==> config.mk <==
export PLATFORM = sky130hd
export DESIGN_NAME = source_text_tokenizer_unit
export DESIGN_NICKNAME = d
export VERILOG_FILES = /design/src/stt_pkg.sv /design/src/stt_front.sv /design/src/stt_queue.sv /design/src/stt_back.sv /design/src/source_text_tokenizer_unit.sv
export SDC_FILE = /design/constraint.sdc
export NUM_CORES = 1
export LEC_CHECK = 0
export BUFFER_PORTS_ARGS = -buffer_cell sky130_fd_sc_hd__clkbuf_2
export CAP_MARGIN = 5
export CORE_MARGIN = 5
export CORE_UTILIZATION = 60
export DETAILED_ROUTE_END_ITERATION = 10
export HOLD_SLACK_MARGIN = 0.1
export PLACE_DENSITY = 0.89
export SLEW_MARGIN = 20
export SYNTH_ARGS = -nofsm -noshare
export SYNTH_HDL_FRONTEND = slang
export SYNTH_SLANG_ARGS = --single-unit
==> constraint.sdc <==
create_clock -name clk -period 7.8 [get_ports clk]
set_input_delay 1.17 -clock clk [delete_from_list [all_inputs] [get_ports clk]]
set_output_delay 1.17 -clock clk [all_outputs]
set_load 0.005 [all_outputs]
==> src/stt_pkg.sv <==
// Shared types, constants and helper functions of the source text tokenizer.
package stt_pkg;

    // Depth of the bundle queue between the classifier and the output sequencer.
    localparam int QUEUE_DEPTH = 2;

    // One input byte causes at most this many results.
    localparam int MAX_EVENTS = 3;
    localparam int CNT_W      = $clog2(MAX_EVENTS + 1);

    // Scan modes of the classifier.
    typedef enum logic [2:0] {
        MODE_IDLE,
        MODE_NUM,
        MODE_STR,
        MODE_IDENT,
        MODE_OPWAIT
    } stt_mode_t;

    // Token classes.
    typedef enum logic [2:0] {
        CLS_NUM,
        CLS_STR,
        CLS_BOOL,
        CLS_IDENT,
        CLS_PUNC,
        CLS_OP
    } stt_class_t;

    // Event kinds.
    localparam logic EV_CHAR = 1'b0;
    localparam logic EV_END  = 1'b1;

    // Keyword tracker codes: 1..4 walk "true", 5..9 walk "false".
    localparam logic [3:0] KW_EMPTY = 4'd0;
    localparam logic [3:0] KW_TRUE  = 4'd4;
    localparam logic [3:0] KW_FALSE = 4'd9;
    localparam logic [3:0] KW_NONE  = 4'd15;

    // One result item.
    typedef struct packed {
        logic       kind;
        stt_class_t cls;
        logic [7:0] chr;
    } stt_event_t;

    // All results caused by one input byte, in order.
    typedef struct packed {
        logic [CNT_W-1:0]                cnt;
        stt_event_t [MAX_EVENTS-1:0]     ev;
    } stt_bundle_t;

    // Advance the keyword tracker by one identifier character.
    function automatic logic [3:0] kw_advance(input logic [3:0] k, input logic [7:0] c);
        logic [3:0] r;
        r = KW_NONE;
        case (k)
            4'd0:
            begin
                if (c == "t")
                    r = 4'd1;
                else if (c == "f")
                    r = 4'd5;
            end
            4'd1: r = (c == "r") ? 4'd2 : KW_NONE;
            4'd2: r = (c == "u") ? 4'd3 : KW_NONE;
            4'd3: r = (c == "e") ? 4'd4 : KW_NONE;
            4'd5: r = (c == "a") ? 4'd6 : KW_NONE;
            4'd6: r = (c == "l") ? 4'd7 : KW_NONE;
            4'd7: r = (c == "s") ? 4'd8 : KW_NONE;
            4'd8: r = (c == "e") ? 4'd9 : KW_NONE;
            default: r = KW_NONE;
        endcase
        return r;
    endfunction

endpackage

==> src/stt_front.sv <==
// Front end: accepts text bytes, tracks the scan state and builds result bundles.
module stt_front
(
    input  logic                clk,
    input  logic                rst_n,
    input  logic                in_valid,
    output logic                in_ready,
    input  logic [7:0]          text_byte,
    input  logic                end_of_text,
    input  logic                q_full,
    output logic                push,
    output stt_pkg::stt_bundle_t bundle
);

    stt_pkg::stt_mode_t mode_reg, mode_next, mode_mid;
    logic               quote_reg, quote_next;
    logic [3:0]         kw_reg, kw_next, kw_mid;

    // Results of processing the byte from idle.
    stt_pkg::stt_mode_t  fr_mode;
    logic [3:0]          fr_kw;
    logic                fr_char;
    logic                fr_end;
    logic                fr_quote;
    stt_pkg::stt_class_t fr_cls;

    // Candidate results in output order: close, character, immediate end, final close.
    logic                a_v, b_v, b2_v, c_v;
    stt_pkg::stt_class_t a_cls, b_cls, b2_cls, c_cls;
    logic                use_fresh;
    logic                accept;

    logic is_space, is_digit, is_alpha, is_punct, is_op1, is_op2, is_quote;

    // Class carried by the end marker of the open token.
    function automatic stt_pkg::stt_class_t close_class(input stt_pkg::stt_mode_t m,
                                                        input logic [3:0] k);
        stt_pkg::stt_class_t r;
        r = stt_pkg::CLS_OP;
        case (m)
            stt_pkg::MODE_NUM:   r = stt_pkg::CLS_NUM;
            stt_pkg::MODE_STR:   r = stt_pkg::CLS_STR;
            stt_pkg::MODE_IDENT:
            begin
                r = (k == stt_pkg::KW_TRUE || k == stt_pkg::KW_FALSE)
                    ? stt_pkg::CLS_BOOL : stt_pkg::CLS_IDENT;
            end
            default: r = stt_pkg::CLS_OP;
        endcase
        return r;
    endfunction

    // Byte classes.
    always_comb
    begin
        is_space = (text_byte == " ") || (text_byte >= 8'd9 && text_byte <= 8'd13);
        is_digit = text_byte inside {["0":"9"]};
        is_alpha = text_byte inside {["a":"z"], ["A":"Z"]};
        is_punct = text_byte inside {"(", ")", "{", "}", ";", ","};
        is_op1   = text_byte inside {"+", "-", "*", "/", "%", "|", "&"};
        is_op2   = text_byte inside {"=", "<", ">", "!"};
        is_quote = (text_byte == "'") || (text_byte == "\"");
    end

    // Processing of the byte as if the scanner were idle.
    always_comb
    begin
        fr_mode  = stt_pkg::MODE_IDLE;
        fr_kw    = stt_pkg::KW_EMPTY;
        fr_char  = 1'b0;
        fr_end   = 1'b0;
        fr_quote = 1'b0;
        fr_cls   = stt_pkg::CLS_NUM;
        if (is_space)
        begin
            fr_mode = stt_pkg::MODE_IDLE;
        end
        else if (is_digit)
        begin
            fr_char = 1'b1;
            fr_cls  = stt_pkg::CLS_NUM;
            fr_mode = stt_pkg::MODE_NUM;
        end
        else if (is_quote)
        begin
            fr_quote = 1'b1;
            fr_mode  = stt_pkg::MODE_STR;
        end
        else if (is_alpha || text_byte == "_")
        begin
            fr_char = 1'b1;
            fr_cls  = stt_pkg::CLS_IDENT;
            fr_kw   = stt_pkg::kw_advance(stt_pkg::KW_EMPTY, text_byte);
            fr_mode = stt_pkg::MODE_IDENT;
        end
        else if (is_punct)
        begin
            fr_char = 1'b1;
            fr_end  = 1'b1;
            fr_cls  = stt_pkg::CLS_PUNC;
        end
        else if (is_op1)
        begin
            fr_char = 1'b1;
            fr_end  = 1'b1;
            fr_cls  = stt_pkg::CLS_OP;
        end
        else if (is_op2)
        begin
            fr_char = 1'b1;
            fr_cls  = stt_pkg::CLS_OP;
            fr_mode = stt_pkg::MODE_OPWAIT;
        end
    end

    // Scan state update and candidate results.
    always_comb
    begin
        mode_mid   = mode_reg;
        kw_mid     = kw_reg;
        quote_next = quote_reg;
        a_v        = 1'b0;
        b_v        = 1'b0;
        b_cls      = stt_pkg::CLS_NUM;
        b2_v       = 1'b0;
        b2_cls     = stt_pkg::CLS_OP;
        use_fresh  = 1'b0;
        a_cls      = close_class(mode_reg, kw_reg);

        case (mode_reg)
            stt_pkg::MODE_NUM:
            begin
                if (is_digit)
                begin
                    b_v   = 1'b1;
                    b_cls = stt_pkg::CLS_NUM;
                end
                else
                begin
                    a_v       = 1'b1;
                    use_fresh = 1'b1;
                end
            end
            stt_pkg::MODE_STR:
            begin
                if (text_byte == (quote_reg ? 8'("\"") : 8'("'")))
                begin
                    a_v      = 1'b1;
                    mode_mid = stt_pkg::MODE_IDLE;
                    kw_mid   = stt_pkg::KW_EMPTY;
                end
                else
                begin
                    b_v   = 1'b1;
                    b_cls = stt_pkg::CLS_STR;
                end
            end
            stt_pkg::MODE_IDENT:
            begin
                if (is_alpha || is_digit || text_byte == "_")
                begin
                    b_v    = 1'b1;
                    b_cls  = stt_pkg::CLS_IDENT;
                    kw_mid = stt_pkg::kw_advance(kw_reg, text_byte);
                end
                else
                begin
                    a_v       = 1'b1;
                    use_fresh = 1'b1;
                end
            end
            stt_pkg::MODE_OPWAIT:
            begin
                if (text_byte == "=")
                begin
                    b_v      = 1'b1;
                    b_cls    = stt_pkg::CLS_OP;
                    b2_v     = 1'b1;
                    b2_cls   = stt_pkg::CLS_OP;
                    mode_mid = stt_pkg::MODE_IDLE;
                    kw_mid   = stt_pkg::KW_EMPTY;
                end
                else
                begin
                    a_v       = 1'b1;
                    use_fresh = 1'b1;
                end
            end
            default:
            begin
                use_fresh = 1'b1;
            end
        endcase

        if (use_fresh)
        begin
            mode_mid = fr_mode;
            kw_mid   = fr_kw;
            b_v      = fr_char;
            b_cls    = fr_cls;
            b2_v     = fr_end;
            b2_cls   = fr_cls;
            if (fr_quote)
                quote_next = (text_byte == "\"");
        end

        // The final byte closes whatever token is still open.
        c_v   = end_of_text && (mode_mid != stt_pkg::MODE_IDLE);
        c_cls = close_class(mode_mid, kw_mid);
        if (end_of_text)
        begin
            mode_next = stt_pkg::MODE_IDLE;
            kw_next   = stt_pkg::KW_EMPTY;
        end
        else
        begin
            mode_next = mode_mid;
            kw_next   = kw_mid;
        end
    end

    // Pack the candidate results into consecutive bundle slots.
    always_comb
    begin
        logic [stt_pkg::CNT_W-1:0] n;
        n      = '0;
        bundle = '0;
        if (a_v)
        begin
            bundle.ev[n] = '{kind: stt_pkg::EV_END, cls: a_cls, chr: 8'd0};
            n = n + 1'b1;
        end
        if (b_v)
        begin
            bundle.ev[n] = '{kind: stt_pkg::EV_CHAR, cls: b_cls, chr: text_byte};
            n = n + 1'b1;
        end
        if (b2_v)
        begin
            bundle.ev[n] = '{kind: stt_pkg::EV_END, cls: b2_cls, chr: 8'd0};
            n = n + 1'b1;
        end
        if (c_v)
        begin
            bundle.ev[n] = '{kind: stt_pkg::EV_END, cls: c_cls, chr: 8'd0};
            n = n + 1'b1;
        end
        bundle.cnt = n;
    end

    assign in_ready = !q_full;
    assign accept   = in_valid && in_ready;
    assign push     = accept && (bundle.cnt != '0);

    // Scan state registers.
    always_ff @(posedge clk or negedge rst_n)
    begin
        if (!rst_n)
        begin
            mode_reg  <= stt_pkg::MODE_IDLE;
            quote_reg <= 1'b0;
            kw_reg    <= stt_pkg::KW_EMPTY;
        end
        else if (accept)
        begin
            mode_reg  <= mode_next;
            quote_reg <= quote_next;
            kw_reg    <= kw_next;
        end
    end

`ifndef SYNTHESIS
    // The final byte of a text always leaves the scanner idle.
    a_eot_idle: assert property (@(posedge clk) disable iff (!rst_n)
        (accept && end_of_text) |=> (mode_reg == stt_pkg::MODE_IDLE))
        else $error("scanner not idle after end of text");
`endif

endmodule

==> src/stt_queue.sv <==
// Short bundle queue that decouples the classifier from the output sequencer.
module stt_queue
#(
    parameter int DEPTH = stt_pkg::QUEUE_DEPTH
)
(
    input  logic                 clk,
    input  logic                 rst_n,
    input  logic                 push,
    input  stt_pkg::stt_bundle_t push_data,
    output logic                 full,
    input  logic                 pop,
    output stt_pkg::stt_bundle_t head,
    output logic                 empty
);

    localparam int PTR_W = (DEPTH > 1) ? $clog2(DEPTH) : 1;
    localparam int CNT_W = $clog2(DEPTH + 1);

    stt_pkg::stt_bundle_t mem_reg [DEPTH];
    logic [PTR_W-1:0]     wr_ptr_reg, rd_ptr_reg;
    logic [CNT_W-1:0]     count_reg, count_next;

    assign full  = (count_reg == CNT_W'(DEPTH));
    assign empty = (count_reg == '0);
    assign head  = mem_reg[rd_ptr_reg];

    always_comb
    begin
        count_next = count_reg;
        if (push && !pop)
            count_next = count_reg + 1'b1;
        else if (pop && !push)
            count_next = count_reg - 1'b1;
    end

    // Pointers and fill count.
    always_ff @(posedge clk or negedge rst_n)
    begin
        if (!rst_n)
        begin
            wr_ptr_reg <= '0;
            rd_ptr_reg <= '0;
            count_reg  <= '0;
        end
        else
        begin
            if (push)
                wr_ptr_reg <= (wr_ptr_reg == PTR_W'(DEPTH - 1)) ? '0 : wr_ptr_reg + 1'b1;
            if (pop)
                rd_ptr_reg <= (rd_ptr_reg == PTR_W'(DEPTH - 1)) ? '0 : rd_ptr_reg + 1'b1;
            count_reg <= count_next;
        end
    end

    // Bundle storage.
    always_ff @(posedge clk)
    begin
        if (push)
            mem_reg[wr_ptr_reg] <= push_data;
    end

`ifndef SYNTHESIS
    a_cnt_bound: assert property (@(posedge clk) disable iff (!rst_n)
        count_reg <= CNT_W'(DEPTH))
        else $error("queue fill count beyond depth");

    a_push_fill: assert property (@(posedge clk) disable iff (!rst_n)
        (push && !pop) |=> !empty)
        else $error("queue empty after a push");
`endif

endmodule

==> src/stt_back.sv <==
// Back end: sends the results of each queued bundle one item per cycle while out_ready is high.
module stt_back
(
    input  logic                 clk,
    input  logic                 rst_n,
    input  stt_pkg::stt_bundle_t head,
    input  logic                 empty,
    output logic                 pop,
    output logic                 out_valid,
    input  logic                 out_ready,
    output logic                 event_kind,
    output logic [2:0]           token_class,
    output logic [7:0]           token_char,
    output logic                 last_of_run
);

    logic [stt_pkg::CNT_W-1:0] idx_reg;
    stt_pkg::stt_event_t       cur;
    logic                      fire;

    assign out_valid   = !empty;
    assign cur         = head.ev[idx_reg];
    assign last_of_run = (idx_reg == head.cnt - 1'b1);
    assign event_kind  = cur.kind;
    assign token_class = 3'(cur.cls);
    assign token_char  = cur.chr;
    assign fire        = out_valid && out_ready;
    assign pop         = fire && last_of_run;

    // Position inside the head bundle.
    always_ff @(posedge clk or negedge rst_n)
    begin
        if (!rst_n)
            idx_reg <= '0;
        else if (pop)
            idx_reg <= '0;
        else if (fire)
            idx_reg <= idx_reg + 1'b1;
    end

`ifndef SYNTHESIS
    a_idx_range: assert property (@(posedge clk) disable iff (!rst_n)
        out_valid |-> (idx_reg < head.cnt))
        else $error("result index outside head bundle");

    a_idx_hold: assert property (@(posedge clk) disable iff (!rst_n)
        (out_valid && !out_ready) |=> $stable(idx_reg))
        else $error("result index moved while stalled");
`endif

endmodule

==> src/source_text_tokenizer_unit.sv <==
// Top level of the source text tokenizer: classifier, bundle queue and output sequencer.
//
// Input channel (in_valid / in_ready): one text byte per item, with end_of_text set on
// the final byte of a text. Output channel (out_valid / out_ready): one token event per
// item, either a token character with its provisional class or an end marker carrying
// the final class; last_of_run marks the final event caused by one input byte.
// A byte causes zero to three events. The classifier handles one byte per cycle while
// the queue is not full, writing its events as one bundle into a queue of QUEUE_DEPTH
// entries; bytes that cause no event (whitespace, unknown bytes, opening quotes) leave
// the queue untouched. The events of a byte are registered in the queue and offered
// to the output from there. Bytes are taken one per cycle while each causes at most
// one event and out_ready stays high; a byte that causes several events holds the single
// output port until all are sent. When the receiver stalls, the queue fills and in_ready
// drops once it is full. Reset empties the queue and puts the scanner in its idle state,
// between tokens, with single quote as the string delimiter.
module source_text_tokenizer_unit
#(
    parameter int QUEUE_DEPTH = stt_pkg::QUEUE_DEPTH
)
(
    input  logic       clk,
    input  logic       rst_n,
    input  logic       in_valid,
    output logic       in_ready,
    input  logic [7:0] text_byte,
    input  logic       end_of_text,
    output logic       out_valid,
    input  logic       out_ready,
    output logic       event_kind,
    output logic [2:0] token_class,
    output logic [7:0] token_char,
    output logic       last_of_run
);

    stt_pkg::stt_bundle_t push_data;
    stt_pkg::stt_bundle_t head;
    logic                 push;
    logic                 pop;
    logic                 q_full;
    logic                 q_empty;

    // Byte classification and scan state.
    stt_front u_front
    (
        .clk         (clk),
        .rst_n       (rst_n),
        .in_valid    (in_valid),
        .in_ready    (in_ready),
        .text_byte   (text_byte),
        .end_of_text (end_of_text),
        .q_full      (q_full),
        .push        (push),
        .bundle      (push_data)
    );

    // Bundle queue between the two halves.
    stt_queue #(
        .DEPTH (QUEUE_DEPTH)
    ) u_queue
    (
        .clk       (clk),
        .rst_n     (rst_n),
        .push      (push),
        .push_data (push_data),
        .full      (q_full),
        .pop       (pop),
        .head      (head),
        .empty     (q_empty)
    );

    // Output sequencing.
    stt_back u_back
    (
        .clk         (clk),
        .rst_n       (rst_n),
        .head        (head),
        .empty       (q_empty),
        .pop         (pop),
        .out_valid   (out_valid),
        .out_ready   (out_ready),
        .event_kind  (event_kind),
        .token_class (token_class),
        .token_char  (token_char),
        .last_of_run (last_of_run)
    );

endmodule

=== Word level (Yosys, flattened, before mapping) ===
Memories as Yosys holds them, arrays and structs flattened.
Cells that the tools add are included.

* Latch bits: 0
* Memories kept: 1
* Logic and storage cells: 225
* Register bits after elaboration: 14
* RAM bits: 76
* Memory bits (read-only): 0

* Shift-type cells: 0
* Divide/modulo/power cells: 0
* Multipliers: 0
* Add/subtract/negate cells: 9
* Reductions and logical operators: 36
* Bitwise operators: 0
* Muxes and demuxes: 107
* Equality and inequality tests: 50
* $lt $le $gt $ge: 15

{| class="wikitable"
|+ Memory list
! memory !! words !! width !! read ports !! clocked after memory_dff !! wr ports !! line !! RTL
|-
| u_queue.mem_reg || 2 || 38 || 1 || 0 || 1 || stt_queue.sv:20 || <nowiki>stt_pkg::stt_bundle_t mem_reg [DEPTH];</nowiki>
|}

{| class="wikitable"
|+ Operator list
! kind !! number
|-
| $eq A8 B6 Y1 const B || 17
|-
| $bwmux W36 || 3
|-
| $mux W36 || 3
|-
| $eq A8 B7 Y1 const B || 12
|-
| $demux W12 S2 || 3
|-
| $mux W3 || 24
|-
| $mux W4 || 16
|-
| $mux W12 || 5
|-
| $mux W1 || 35
|-
| $pmux W4 S8 || 1
|-
| $pmux W3 S3 || 3
|-
| $bmux W12 S2 || 1
|-
| $eq A4 B3 Y1 const B || 5
|-
| $ge A8 B7 Y1 const B || 2
|-
| $le A8 B7 Y1 const B || 2
|-
| $mux W2 || 8
|-
| $logic_and A1 B1 Y1 || 14
|-
| $eq A3 B2 Y1 const B || 4
|-
| $eq A4 B4 Y1 const B || 3
|-
| $pmux W1 S4 || 3
|-
| $pmux W4 S3 || 1
|-
| $lt A2 B3 Y1 const B || 3
|-
| $add A2 B1 Y2 const B || 4
|-
| $eq A4 B2 Y1 const B || 2
|-
| other kinds (27) || 43
|}

=== Longest topological paths before layout ===
* Depth in word-level cells: 21
* Depth in mapped cells: 19

=== By module ===
Synthesis repeated with hierarchy kept, for this count alone.

* Cells, all modules: 478
* Area, all modules: 5486.5 µm²

{| class="wikitable"
|+ Modules (own cells, without submodules)
! module !! cells each !! area each (µm²) !! sequential area each (µm²) !! instances
|-
| stt_queue || 134 || 2975.4 || 2382.3 || 1
|-
| stt_front || 286 || 2062.0 || 200.2 || 1
|-
| stt_back || 58 || 449.2 || 50.0 || 1
|}

=== Worst setup path after synthesis ===
No wires, ideal clock.

* Kind: in2reg
* Start: in text_byte[3]
* End: mem u_queue.mem_reg[0][0] (netlist bit) (enable)
* Arrival: 5.600 ns
* Stages on the path: 16
* Slack: 1.779 ns
* Data required time: 7.379 ns
* Cells stage by stage: buf_2 -> or4_4 -> a21oi_2 -> or3_4 -> and2_1 -> buf_2 -> nand4_1 -> and2_1 -> inv_1 -> ha_1 -> inv_1 -> mux2i_1 -> ha_1 -> a31o_2 -> a21oi_2 -> nor2b_1

* Word-level cells in the longest chain between the ends: 19

{| class="wikitable"
|+ Ends and longest elaborated chain
! element !! line !! RTL
|-
| from (decl) || source_text_tokenizer_unit.sv:25 || <nowiki>input logic [7:0] text_byte,</nowiki>
|-
| parallel branches: the longest is 14 deep, another holds $ge A8 B7 Y1 || - ||
|-
| $mux W2 * || stt_front.sv:243 || <nowiki>if (c_v)</nowiki>
|-
| $reduce_bool A2 Y1 * || stt_front.sv:253 || <nowiki>assign push = accept && (bundle.cnt != '0);</nowiki>
|-
| $logic_and A1 B1 Y1 * || stt_front.sv:253 ||
|-
| $mux W1 * || stt_queue.sv:59 || <nowiki>if (push)</nowiki>
|-
| $mux W1 (implied by the code) * || stt_queue.sv:60 || <nowiki>mem_reg[wr_ptr_reg] <= push_data;</nowiki>
|-
| to (decl) || stt_queue.sv:20 ||
|}

Every way passes the cells marked *.

=== Final worst setup path ===
* Start: in text_byte[4]
* End: mem u_queue.mem_reg[0][15] (netlist bit) (enable)

Same word-level chain as after synthesis.

==> impl_metrics.yaml <==
drt:
  wl_per_cell_um: 19.3
  vias: 3422
  drc: 0
  finalWirelength_um: 10300
  drt_iter0_drc: 249
  drt-vias-per-instance: 6.43
  drtPass1Iterations: 5
  drtAntennaViolNets: 0
min_path:
  hold_path.class: "reg2reg"
  worstHoldEndpoint: "u_queue.count_reg[1]"
  whs_path_depth: 1
  hold_path.startpoint: "u_queue.count_reg[1]"
layout:
  largest_reg_flops: 60
  final_cells: 532
  diodes: 0
  fin_nets: 448
  num-fill-cells: 552
  layout-drive-gt1-share_pct: 19.1
  area_growth_pct: 7.64
sta:
  rsz0062_at_grt: "false"
  finalWorstSetupSlack_ns: 2.22
  min_period_over_period_pct: 71.5
  fin_setup_tns_ns: 0
  maxSlewViolCount: 0
  final-setup-viol-count: 0
  finalHoldViolations: 0
  finClkSkew_ns: 0.0106
  fin_crit_ns: 5.58
  fmax_mhz: 179
  tightest_slew_ns: 0.703
  slew_headroom_pct: 53.1
run_status:
  outcome: "completed"
synth:
  syn_avg_cell_area_um2: 11.3
  synth_seq_cells: 74
  synthFlopType: "edfxtp_1"
  async_reset_ff_share_pct: 18.9
  yosys.area.top_type: "edfxtp_1"
  yosysUniqueCellTypes: 80
  syn_area_um2: 4600
  synthTopCellsByArea: "edfxtp_1, dfrtp_1, mux4_2"
  synth_edf_count: 60
  syn_inst: 409
  synth_top_area_share_pct: 39.2
  seq_area_frac_synth_pct: 46.8
  ys_warn_count: 0
global_route:
  grt_pass1_wl_um: 17100
  grt_max_degree: 25
  grt_usage_pct: 22.4
  gr-total-overflow: 0
  antenna_found_initial: 0
  grt_pass1_vias: 3391
setup_path:
  crit_type: "in2reg"
  reg2reg_depth: 15
  cp_slowest_cell: "or4_4"
  reg2reg_to: "u_queue.mem_reg[0][15]"
  worstPathArrival_ns: 5.60
  start_kind: "input port"
  rrSetupSlack_ns: 2.94
  crit_chain: "clkbuf_2, or4_4, a21oi_2, or3_4, and2_1, nand4_1, and2_1, inv_1, ha_1, inv_1, mux2i_1, ha_1, a31o_2, a21oi_2, nor2b_2, buf_4"
  critPathRequiredTime_ns: 7.82
  r2r-start: "u_front.mode_reg[2]"
  worst_path_largest_cell_delay_ns: 0.59
  cp_max_fo: 24
  end_kind: "register"
clock_tree:
  cts_tree: "done"
  clockRootBuffer: "clkbuf_8"
  htree_levels: 3
  cts_buffers: 9
  clkLatencyLatePin_ns: 0.35
  clock_tree.buffer_depth: 2
  cts_setup_buffers: 0
  cts_num_sinks: 74
  clkTransAtPathRegs_ns: 0.09
  hold_buffers: 0
  ctsResizeCount: 0
placement:
  dp_hpwl_um: 7660
  gp_congestion: 0.965
  portBuffers: 27
  post-place-ws_ns: 1.93
  placed_cells: 516
floorplan:
  core_um2: 7610
  rows: 32
  die_area_um2: 9520
  fp.dieH_um: 97.6
  io_pins: 28
  start_util_pct: 60.5
  dieWidth_um: 97.6
power_and_ir_drop:
  power_density_nw_per_um2: 347
  ir_drop_mv: 0.126
  p_leak_nw: 1.81
job:
  drv_cap: 0
[metrics by stage]
stage	hold slack (ns)	total power, mW	cell area (µm²)	util, %
finish	0.526	1.72	4950	65.1
global route	0.549	1.84	4950	65.1
global placement	0.475	1.40	4760	62.6
detailed placement	0.505	1.45	4760	62.6
floorplan	0.455	1.23	4610	-
CTS	0.517	1.72	4950	65.0
[power breakdown]
group	internal [mW]	leakage (nW)	switching [mW]
registers	0.596	0.741	0.110
clock network	0.120	0.0886	0.152
logic	0.333	0.986	0.408
[per-layer routing]
layer / GRT usage, % / vias to the layer above / share of wire (%)
met5: 0 / - / 0
met4: 5.96 / 0 / 1.2
met3: 4.02 / 13 / 5.1
met2: 39.5 / 116 / 52
met1: 28.5 / 1684 / 42
li1: - / 1609 / -
[cell usage in the layout, fill, tap and decap left out, types with 3 or more instances in the layout]
master    count
nand2b_1     10
dfrtp_1      13
and3_1        4
nand3b_1      6
o22ai_1       4
and4_1        3
inv_6         3
ha_1          9
clkbuf_2     27
nor2b_1      10
o211ai_1      3
nand3_1      12
nand4_1       4
clkbuf_8      9
nor4_1        5
a31oi_1       4
a211oi_1      7
nor2_1       22
mux2_2        3
a21oi_1      13
inv_1        19
xor2_1        4
o21ai_0      13
a22o_1        7
xnor2_1       4
mux4_2       12
mux2i_1      10
nor3_1       11
o31ai_1       3
edfxtp_1     60
a21o_1        3
and2_1       17
nand2_1      22
[layout make-up]
| type | count | area [µm²] | area share (%) |
|---|---|---|---|
| multi-input cells | 291 | 2270 | 45.7 |
| flip-flops and latches | 74 | 2150 | 43.5 |
| repair buffers | 29 | 150 | 3.03 |
| well taps | 102 | 128 | 2.58 |
| clock buffers | 9 | 124 | 2.50 |
| inverters | 20 | 75.1 | 1.52 |
| clock inverters | 7 | 57.6 | 1.16 |
[worst max-delay path, delay by kind of cell]
kind,cells,cell delay (ns)
buffers and inverters,4,0.82
adder cells (fa/ha/maj),2,0.50
AO/OA/AOI/OAI,3,0.66
multiplexers,1,0.39
AND/OR/NAND/NOR,6,2.02
[cell families (layout without fill, tap and decap cells)]
group	count (synthesis)	after routing	synth area share, %
mux	25	25	8.78
fa+ha+maj	10	10	2.88
flops	74	74	46.8
buf+inv	45	65	4.27
other cells	1	2	0.0815
xor+xnor	8	8	1.52
simple gates	148	148	18.9
compound gates	98	98	16.8
[cells in the mapped netlist, types with 10 or more instances]
cell type and instances:
mux2i_1 10, mux4_2 12, clkbuf_1 11, dfrtp_1 14
and2_1 17, inv_1 19, nand2b_1 10, nor2_1 22
a21oi_1 13, nand3_1 12, nor2b_1 11, nand2_1 22
nor3_1 11, edfxtp_1 60, o21ai_0 13
[worst max-delay path by stage]
stage	startpoint	cells past startpoint	endpoint
2_1_floorplan	text_byte[3]	16	u_queue.mem_reg[0][0]
3_3_place_gp	text_byte[4]	16	u_queue.mem_reg[0][17]
3_5_place_dp	text_byte[4]	16	u_queue.mem_reg[0][17]
4_1_cts	text_byte[4]	16	u_queue.mem_reg[0][15]
5_1_grt	text_byte[1]	16	u_queue.mem_reg[0][23]
6_report	text_byte[4]	16	u_queue.mem_reg[0][15]
(Power assumes the default switching activity.)
